==> config.mk <==
export PLATFORM = sky130hd
export DESIGN_NAME = mts_ctrl
export DESIGN_NICKNAME = d
export VERILOG_FILES = /design/src/hdl/mts_pkg.sv /design/src/hdl/mts_ctrl.sv
export SDC_FILE = /design/constraint.sdc
export NUM_CORES = 1
export LEC_CHECK = 0
export BUFFER_PORTS_ARGS = -buffer_cell sky130_fd_sc_hd__buf_2
export CAP_MARGIN = 20
export CORE_AREA = 3 3 40 42
export CTS_CLUSTER_SIZE = 30
export DETAILED_ROUTE_END_ITERATION = 7
export DIE_AREA = 0 0 43 45
export PLACE_DENSITY_LB_ADDON = 0.08
export SLEW_MARGIN = 25
export SYNTH_ARGS = -nofsm -noshare
export SYNTH_HDL_FRONTEND = slang
export SYNTH_SLANG_ARGS = --single-unit
export TNS_END_PERCENT = 1
==> constraint.sdc <==
create_clock -name clk -period 1.6 [get_ports clk]
set_clock_uncertainty 0.15 [all_clocks]
set_input_delay 0.32 -clock clk [delete_from_list [all_inputs] [get_ports clk]]
set_output_delay 0.32 -clock clk [all_outputs]
set_load 0.05 [all_outputs]
==> src/hdl/mts_pkg.sv <==
`default_nettype none

package mts_pkg;

    // default depth of the stack
    localparam int STACK_DEPTH_DEF = 1024;

    // widths fixed by the item fields
    localparam int VAL_W   = 32;
    localparam int CODE_W  = 34;
    localparam int COUNT_W = 11;

    // command codes
    localparam logic [1:0] CMD_PUSH = 2'd0;
    localparam logic [1:0] CMD_POP  = 2'd1;
    localparam logic [1:0] CMD_PEEK = 2'd2;

    // status codes
    localparam logic [1:0] ST_OK    = 2'd0;
    localparam logic [1:0] ST_UNDER = 2'd1;
    localparam logic [1:0] ST_OVER  = 2'd2;

    // controller states
    typedef enum logic [1:0] {
        S_IDLE,
        S_EXEC,
        S_LOAD,
        S_FINISH
    } mts_state_t;

    // controller to datapath
    typedef struct packed {
        logic latch;
        logic exec;
        logic load;
        logic finish;
    } mts_cmd_t;

    // datapath to controller
    typedef struct packed {
        logic needs_load;
        logic out_free;
    } mts_stat_t;

endpackage

`default_nettype wire

==> src/hdl/mts_ctrl.sv <==
`default_nettype none

module mts_ctrl
    import mts_pkg::*;
(
    input  wire logic      clk,
    input  wire logic      rst_n,
    input  wire logic      in_valid,
    output logic           in_ready,
    input  wire mts_stat_t stat,
    output mts_cmd_t       cmd
);

    mts_state_t state_reg;
    mts_state_t state_next;

    // state register
    always_ff @(posedge clk or negedge rst_n)
    begin
        if (!rst_n)
        begin
            state_reg <= S_IDLE;
        end
        else
        begin
            state_reg <= state_next;
        end
    end

    // next state and commands
    always_comb
    begin
        state_next = state_reg;
        in_ready   = 1'b0;
        cmd        = '0;
        case (state_reg)
            S_IDLE:
            begin
                in_ready  = 1'b1;
                cmd.latch = in_valid;
                if (in_valid)
                begin
                    state_next = S_EXEC;
                end
            end
            S_EXEC:
            begin
                cmd.exec = 1'b1;
                if (stat.needs_load)
                begin
                    state_next = S_LOAD;
                end
                else
                begin
                    state_next = S_FINISH;
                end
            end
            S_LOAD:
            begin
                cmd.load   = 1'b1;
                state_next = S_FINISH;
            end
            S_FINISH:
            begin
                if (stat.out_free)
                begin
                    cmd.finish = 1'b1;
                    state_next = S_IDLE;
                end
            end
            default:
            begin
                state_next = S_IDLE;
            end
        endcase
    end

endmodule

`default_nettype wire

==> run metrics, run 1 <==
most frequent cells in the layout=sky130_fd_sc_hd__buf_2, sky130_fd_sc_hd__buf_4; number of antenna violations at the first check in global routing=0; clock tree from TritonCTS=built; leading cell type in the layout, fill and taps excluded=sky130_fd_sc_hd__buf_2; Floorplan Core Area=roughly 0.0013 mm2; count of unresolved DRC violations after routing=0; Die Y=45 um; post-detail-place hpwl=328 um; largest fanout of any net on the critical path=4; final weighted congestion in routability-driven placement=a little over 0.6; critical path required time=between 1 and 1.5 ns; number of H-tree levels=1; number of flip-flops in the largest register=2; list of cells traversed by the critical path=ha_1 -> and2_1 -> buf_6; library cells used by synthesis=11; flops & latches, synth=2; average wire per standard cell=8.60 um; final-report setup violation count=3; Port Buffer Count=9; total power=0.867 mW; Reg-to-Reg End=state_reg[1]; utilization of the core after routing=27.7%; antenna violation net count after detailed routing=0; non-filler instance count after layout=50; failing checks=setup timing; Die ar.=0.00194 mm2; Iteration-0 DRC Markers=2; total overflow reported by the global router=0; clock latency on the worst-skew pair=0.22 ns; worst vdd rail ir drop=0.833 mV; class of the most critical hold timing path=primary input to asynchronous set/reset pin; CP arrival=1.14 ns; vias after detailed routing=187; final count of hold timing violations=0; growth of design area from synthesis to finish=91.9%; first-pass GRT wire length=~770 um; Final WS setup=-0.00844 ns; P_leak=0.189 nW; Critical Path Start Type=flip-flop; dpl cells=44; buffers from clock root to sink, at most=2; clock-pin slew on the worst setup and hold paths=0.03 ns; critical path launch point=state_reg[0]; GR Layer Usage met2=8.08%; share of post-route cells with drive strength above 1=65.7%; busiest layer in global routing=met2; FF/Latch Area=50.0 um2; synthesized netlist cell count=18; Antenna Cells=0; RSZ-0062 raised after global routing=yes; area of the multi-input gates=139 um2; All-Layer GR Usage=around 5.9%; Worst Path Class, Setup=flip-flop to output port; global routing met1 resource utilization=6.02%; fraction of the yosys area taken by sequential cells=27.0%; R2R depth=5; met3 global-route usage=2.79%; family of cells with the greatest summed delay on the critical path=flip-flops; total of max-cap violations=0; count of warnings emitted by yosys=0; final WL=430 um; count of final max-slew check failures=0; R2R Path Start=state_reg[0]; Final #Nets=46; Die X-Extent=43 um; total power per unit cell area=2440 mW/mm2; largest net degree at the start of global routing=5; fillers=141; effective utilization at floorplan=14.4%; vias in the first global route=~190; ratio of routed vias to standard cells=3.74; category of the worst setup path capture point=output port; Mapped Area=roughly 190 um2; post-synth net total=27; portion of the clock cycle consumed by the worst path in the final layout=101%; Avg Inst Size Synth=10.3 um2; slowest stage cell on the critical path=sky130_fd_sc_hd__dfrtp_1; number of buffers created by CTS=3; Worst R2R Setup Slack=roughly 0.090 ns; drt pass-1 iters=4; delay of the slowest cell on the worst path=0.41 ns; post-layout min period=1.61 ns; post-placement worst setup slack=0.0618 ns; standard-cell rows=13; Max Freq=622 MHz; I/O pin total=10; clk root buf=sky130_fd_sc_hd__clkbuf_4; actual slew at the worst max-slew pin=0.247 ns; number of sinks on the clock net=2; worst rel slew slack=83.7%; run status=complete, but fails checks; Bufs and invs on worst path=1
## cell type report
type	count	share of cell area, %
clock buffers	3	6.34
well taps	15	5.28
multi-input cells	13	39.1
inverters	3	3.17
flip-flops and latches	2	14.1
repair buffers	14	32.0
## routing by layer
layer	part of all wire, %	vias up
li1	-	97
met1	44	82
met2	46	8
met3	9.8	0
met4	0	0
met5	0	-
## power breakdown
group | internal, mW | switching, mW | leakage (nW) | total [mW]
registers | 0.0799 | 0.0320 | 0.0237 | 0.112
logic | 0.299 | 0.347 | 0.151 | 0.645
clock network | 0.0826 | 0.0269 | 0.0138 | 0.110
total | 0.461 | 0.406 | 0.189 | 0.867
## worst reg2reg max path, delay by kind of cell, from the launching register on
kind                       cells  cell delay, ns
AOI/OAI and AO/OA              1            0.18
adders and majority gates      1            0.16
buffers and inverters          2            0.21
DFF                            1            0.39
muxes                          1            0.30
## Yosys cell counts, drive strengths merged
master	instances	area share, %
mux2	1	8.1
nor2b	2	11
a21o	1	4.1
inv	3	6.1
and2	2	6.8
o31ai	2	8.1
nor2	1	2.0
ha	4	27
dfrtp	2	27
## cells by family (layout without fill, tap and decap cells)
group / Yosys count / count (layout) / synth area share, %
and+or+nand+nor: 5 / 5 / 19.6
AOI/OAI and AO/OA: 3 / 3 / 12.2
DFF: 2 / 2 / 27.0
adders and majority gates: 4 / 4 / 27.0
buffers and inverters: 3 / 20 / 6.08
muxes: 1 / 1 / 8.11
## worst max-delay path by stage
stage / end / cells past startpoint
2_1_floorplan: state_reg[0] / 5
3_3_place_gp: cmd[3] / 4
3_5_place_dp: cmd[3] / 4
4_1_cts: cmd[3] / 4
5_1_grt: cmd[3] / 4
6_report: cmd[0] / 3
## what timing repair did
action | CTS | global route
pin swaps | 1 | 1
setup endpoints to repair | 5 | 5
hold buffers | 1 | 0
setup buffers | 1 | 1
hold endpoints to repair | 2 | 0
gates resized for setup | 11 | 0
## per-stage QoR
step / hold slack (ns) / TNS [ns] / instance area (um2)
floorplan: -0.126 / 0 / 200
global placement: -0.0444 / 0 / 279
detailed placement: -0.0418 / 0 / 279
CTS: 0.250 / -0.109 / 348
global route: 0.260 / -0.235 / 355
finish: 0.265 / -0.0222 / 355
Power figures use the tool's default switching activity.
==> run 2, diff against run 1 <==
ABC_AREA = 1   (was default)
BUFFER_PORTS_ARGS = -buffer_cell sky130_fd_sc_hd__clkbuf_2   (was -buffer_cell sky130_fd_sc_hd__buf_2)
clock period = 1.9 ns   (was 1.6 ns; I/O delays follow)
==> run metrics, run 2 <==
number of flip-flops in the largest register=2; effective utilization at floorplan=about 16%; final count of hold timing violations=0; Die X-Extent=43 um; Die Y=between 40 and 50 um; ratio of routed vias to standard cells=~3.5; share of post-route cells with drive strength above 1=38.1%; Setup TNS Final=0 ns; post-synth net total=38; total of max-cap violations=0; final-report setup violation count=0; Critical Path Start Type=flip-flop; Iteration-0 DRC Markers=2; FF/Latch Area=50.0 um2; count of final max-slew check failures=0; RSZ-0062 raised after global routing=no; count of warnings emitted by yosys=0; total overflow reported by the global router=0; multiplexer share of the synthesized area=0%; main combinational cell family by area after synthesis=simple AND/OR/NAND/NOR gates; slowest stage cell on the critical path=sky130_fd_sc_hd__dfrtp_1; synthesized netlist cell count=29; buffers from clock root to sink, at most=2; Mapped Area=200 um2; most frequent cells in the layout=sky130_fd_sc_hd__nand2_1, sky130_fd_sc_hd__inv_1, sky130_fd_sc_hd__clkbuf_2, sky130_fd_sc_hd__ha_1, sky130_fd_sc_hd__clkbuf_4; vias in the first global route=210; critical path required time=~1.4 ns; All-Layer GR Usage=under 10%; number of H-tree levels=1; portion of the clock cycle consumed by the worst path in the final layout=93.4%; top post-synthesis cells by count=sky130_fd_sc_hd__nand2_1, sky130_fd_sc_hd__inv_1, sky130_fd_sc_hd__ha_1; simple-gate share of the synthesized area=roughly a third; number of antenna violations at the first check in global routing=0; share of the synthesized area in compound gates (AO/OA/AOI/OAI)=0%; run status=finished, final reports clean; met3 global-route usage=1.99%; standard-cell rows=13; ys async rst share=100%; list of cells traversed by the critical path=inv_1 -> ha_2 -> nand2_1 -> inv_1 -> buf_4; post-detail-place hpwl=roughly 360 um; I/O pin total=10; most frequently used flop master after synthesis=sky130_fd_sc_hd__dfrtp_1; flops & latches, synth=2; clk root buf=sky130_fd_sc_hd__clkbuf_4; clock tree from TritonCTS=built; Port Buffer Count=9; fraction of the yosys area taken by sequential cells=25.0%; clock latency on the worst-skew pair=roughly 0.22 ns; delay of the slowest cell on the worst path=0.42 ns; growth of design area from synthesis to finish=50.6%; CP arrival=between 1 and 1.5 ns; share of the synthesized netlist area taken by xor and xnor gates=0%; Die ar.=0.00194 mm2; actual slew at the worst max-slew pin=0.279 ns; biggest area contributors in the synthesized netlist=sky130_fd_sc_hd__dfrtp_1, sky130_fd_sc_hd__ha_1, sky130_fd_sc_hd__nand2_1, sky130_fd_sc_hd__inv_1, sky130_fd_sc_hd__nand2_2; number of flops mapped to enable cells by yosys=0; final WL=438 um; final weighted congestion in routability-driven placement=roughly 0.73; first-pass GRT wire length=807 um; cell mode on critical path=sky130_fd_sc_hd__inv_1; busiest layer in global routing=met2; most instantiated library cell after synthesis=sky130_fd_sc_hd__nand2_1; post-layout min period=1.77 ns; number of buffers created by CTS=3; global routing met1 resource utilization=5.78%; antenna violation net count after detailed routing=0; Synth area leader=sky130_fd_sc_hd__dfrtp_1; largest fanout of any net on the critical path=5; Avg Inst Size Synth=a little under 7 um2; Final #Nets=53; category of the worst setup path capture point=output port; share of Yosys cell area claimed by the top area cell type=about a quarter; R2R depth=6; vias after detailed routing=200; library cells used by synthesis=7; area of the multi-input gates=123 um2; Max Freq=approximately 560 MHz; share of synthesized cell area in full adder, half adder and majority cells=about a quarter; clock-pin slew on the worst setup and hold paths=0.03 ns; fillers=between 150 and 200; leading cell type in the layout, fill and taps excluded=sky130_fd_sc_hd__nand2_1; Worst Path Class, Setup=flip-flop to output port; GR Layer Usage met2=9.28%; largest net degree at the start of global routing=6; worst rel slew slack=between 80% and 90%; number of sinks on the clock net=2; average wire per standard cell=a little under 8 um; Antenna Cells=0; count of unresolved DRC violations after routing=0; drt pass-1 iters=2; class of the most critical hold timing path=primary input to asynchronous set/reset pin; Floorplan Core Area=0.00128 mm2
-- run 2: changes by cell type after synthesis, sizes merged, moves of 2 or more --
cell and change:
nor2b -2, inv +5, nand2 +12, nand3 +3
and2 -2, o31ai -2
-- run 2: logic make-up after synthesis --
logic type | after synthesis
and+or+nand+nor | 15
DFF | 2
adders and majority gates | 4
buffers and inverters | 8
-- run 2: final timing paths --
check                                   from            to  slack, ns
worst min register to register  state_reg[0]  state_reg[0]       0.40
worst max-delay path            state_reg[1]        cmd[3]       0.13
worst max register to register  state_reg[1]  state_reg[0]       0.65
worst min-delay path                   rst_n  state_reg[1]       0.33
min in group clk                     stat[1]  state_reg[0]       0.37
max in group asynchronous              rst_n  state_reg[0]       1.17
-- run 2: layout make-up --
class / instances / share of cell area, %
Timing Repair Buffer: 10 / 19.1
Inverter: 8 / 9.96
Sequential cell: 2 / 16.6
Multi-Input combinational cell: 19 / 40.7
Clock buffer: 3 / 7.47
Tap cell: 15 / 6.22
-- run 2: metrics by stage --
step | std cells | worst slack, ns | utilization, % | hold slack [ns] | area, um2
finish | 57 | 0.126 | 23.5 | 0.329 | 302
global route | 57 | 0.0154 | 23.5 | 0.344 | 302
detailed placement | 53 | 0.263 | 20.7 | 0.0159 | 267
floorplan | 29 | 0.111 | - | -0.0656 | 203
global placement | 53 | 0.260 | 20.7 | 0.0172 | 267
CTS | 57 | 0.0174 | 23.3 | 0.322 | 299
-- run 2: per-layer routing --
layer  vias to the layer above  wire (um)
met2                         4        237
met5                         -          0
met3                         0         34
li1                        111          -
met1                        85        166
met4                         0          0
-- run 2: worst max-delay path: cells and delay by family, from the launching register on --
kind	cells	cell delay, ns
AND/OR/NAND/NOR	1	0.06
adder cells (fa/ha/maj)	1	0.21
flip-flops	1	0.42
buffers and inverters	3	0.34
-- run 2: timing repair --
item,4_1_cts,5_1_grt
hold buffers,1,0
setup buffers,0,0
setup endpoints to repair,0,1
endpoints found under the hold margin,2,0
resized for setup,0,3
Power of run 2 is not shown: default switching activity piles up to over one toggle a cycle in this logic, so the estimate is an artifact.
==> run 3, diff against run 2 <==
ABC_AREA = default   (was 1)
CAP_MARGIN = default   (was 20)
==> run metrics, run 3 (synthesis gave the netlist of run 1 again) <==
vias in the first global route=179; final WL=396 um; actual slew at the worst max-slew pin=0.279 ns; clock tree from TritonCTS=built; drt pass-1 iters=2; standard-cell rows=13; Die ar.=0.00194 mm2; Final #Nets=42; worst rel slew slack=81.4%; I/O pin total=10; clock-pin slew on the worst setup and hold paths=0.03 ns; portion of the clock cycle consumed by the worst path in the final layout=94.7%; average wire per standard cell=approximately 8.6 um; CP arrival=about 1.3 ns; Floorplan Core Area=0.00128 mm2; final count of hold timing violations=0; buffers from clock root to sink, at most=2; Max Freq=555 MHz; post-layout min period=roughly 1.8 ns; largest net degree at the start of global routing=6; first-pass GRT wire length=683 um; share of post-route cells with drive strength above 1=58.1%; count of unresolved DRC violations after routing=0; Worst Path Class, Setup=flip-flop to output port; growth of design area from synthesis to finish=58.1%; Antenna Cells=0; run status=finished, final reports clean; class of the most critical hold timing path=primary input to asynchronous set/reset pin; count of final max-slew check failures=0; Setup TNS Final=0 ns; number of buffers created by CTS=3; clk root buf=sky130_fd_sc_hd__clkbuf_4; total overflow reported by the global router=0; Port Buffer Count=9; RSZ-0062 raised after global routing=no; number of sinks on the clock net=2; number of H-tree levels=1; final-report setup violation count=0; number of antenna violations at the first check in global routing=0; antenna violation net count after detailed routing=0; clock latency on the worst-skew pair=0.22 ns; Die X-Extent=about 43 um; Critical Path Start Type=flip-flop; total of max-cap violations=0; ratio of routed vias to standard cells=3.48; final weighted congestion in routability-driven placement=0.620; category of the worst setup path capture point=output port; vias after detailed routing=160; All-Layer GR Usage=approximately 5.2%; leading cell type in the layout, fill and taps excluded=sky130_fd_sc_hd__clkbuf_2; Die Y=45 um; most frequent cells in the layout=sky130_fd_sc_hd__clkbuf_2, sky130_fd_sc_hd__ha_1, sky130_fd_sc_hd__clkbuf_4, sky130_fd_sc_hd__inv_1, sky130_fd_sc_hd__o31ai_1; Iteration-0 DRC Markers=1; number of flip-flops in the largest register=2; largest fanout of any net on the critical path=5; critical path required time=1.37 ns; effective utilization at floorplan=between 10 and 15%
## run 3: cell count changes in the layout (fill, tap and decap cells not counted), moves of 2 or more
cell,previous run,this run
sky130_fd_sc_hd__nand2_1,10,0
sky130_fd_sc_hd__inv_1,8,2
sky130_fd_sc_hd__nand2_2,2,0
sky130_fd_sc_hd__nand3_1,2,0
sky130_fd_sc_hd__o31ai_1,0,2
## run 3: worst paths after layout
kind	start	end	slack, ns	depth (start not counted)
worst max-delay path	state_reg[0]	cmd[3]	0.1	4
worst min-delay path	rst_n	state_reg[1]	0.33	2
worst max register to register	state_reg[0]	state_reg[1]	0.40	4
worst min register to register	state_reg[0]	state_reg[0]	0.41	1
max in group asynchronous	rst_n	state_reg[1]	1.17	2
min in group clk	stat[1]	state_reg[0]	0.37	4
## run 3: layout make-up
| class | count | area, um2 |
|---|---|---|
| repair buffers | 10 | 61.3 |
| clock buffers | 3 | 22.5 |
| flip-flops and latches | 2 | 51.3 |
| fillers | 139 | 992 |
| inverters | 3 | 11.3 |
| multi-input cells | 13 | 128 |
| well taps | 15 | 18.8 |
## run 3: what timing repair did
action | CTS | global route
resized for setup | 1 | 3
hold buffers | 1 | 0
hold endpoints to repair | 2 | 0
endpoints found under the setup margin | 1 | 1
pin swaps | 0 | 0
buffers inserted | 0 | 0
cloned | 0 | 0
## run 3: per-layer routing
| metal | vias to the layer above | part of all wire [%] | global-route usage [%] | wire length [um] |
|---|---|---|---|---|
| met2 | 4 | 52 | 8.08 | 207 |
| met3 | 0 | 5.8 | 1.20 | 23 |
| li1 | 86 | - | - | - |
| met4 | 0 | 0 | 7.23 | 0 |
| met1 | 70 | 42 | 5.06 | 165 |
| met5 | - | 0 | 0 | 0 |
## run 3: through the flow
step                      worst slack, ns  area [um2]  hold slack [ns]  util (%)  instances
after CTS                          0.0197         288            0.324      22.4         46
final                              0.0998         293            0.326      22.8         46
after global routing               0.0172         293            0.325      22.8         46
after detailed placement            0.207         253           0.0169      19.7         42
after floorplan                     0.148         189          -0.0656         -         18
after global placement              0.209         253           0.0168      19.7         42
## run 3: worst max-delay path: stages, from the launching register on
cell	delay (ns)
sky130_fd_sc_hd__dfrtp_1	0.42
sky130_fd_sc_hd__inv_1	0.11
sky130_fd_sc_hd__ha_2	0.22
sky130_fd_sc_hd__and2_2	0.15
sky130_fd_sc_hd__buf_6	0.15
Power of run 3 is left out for the same reason.
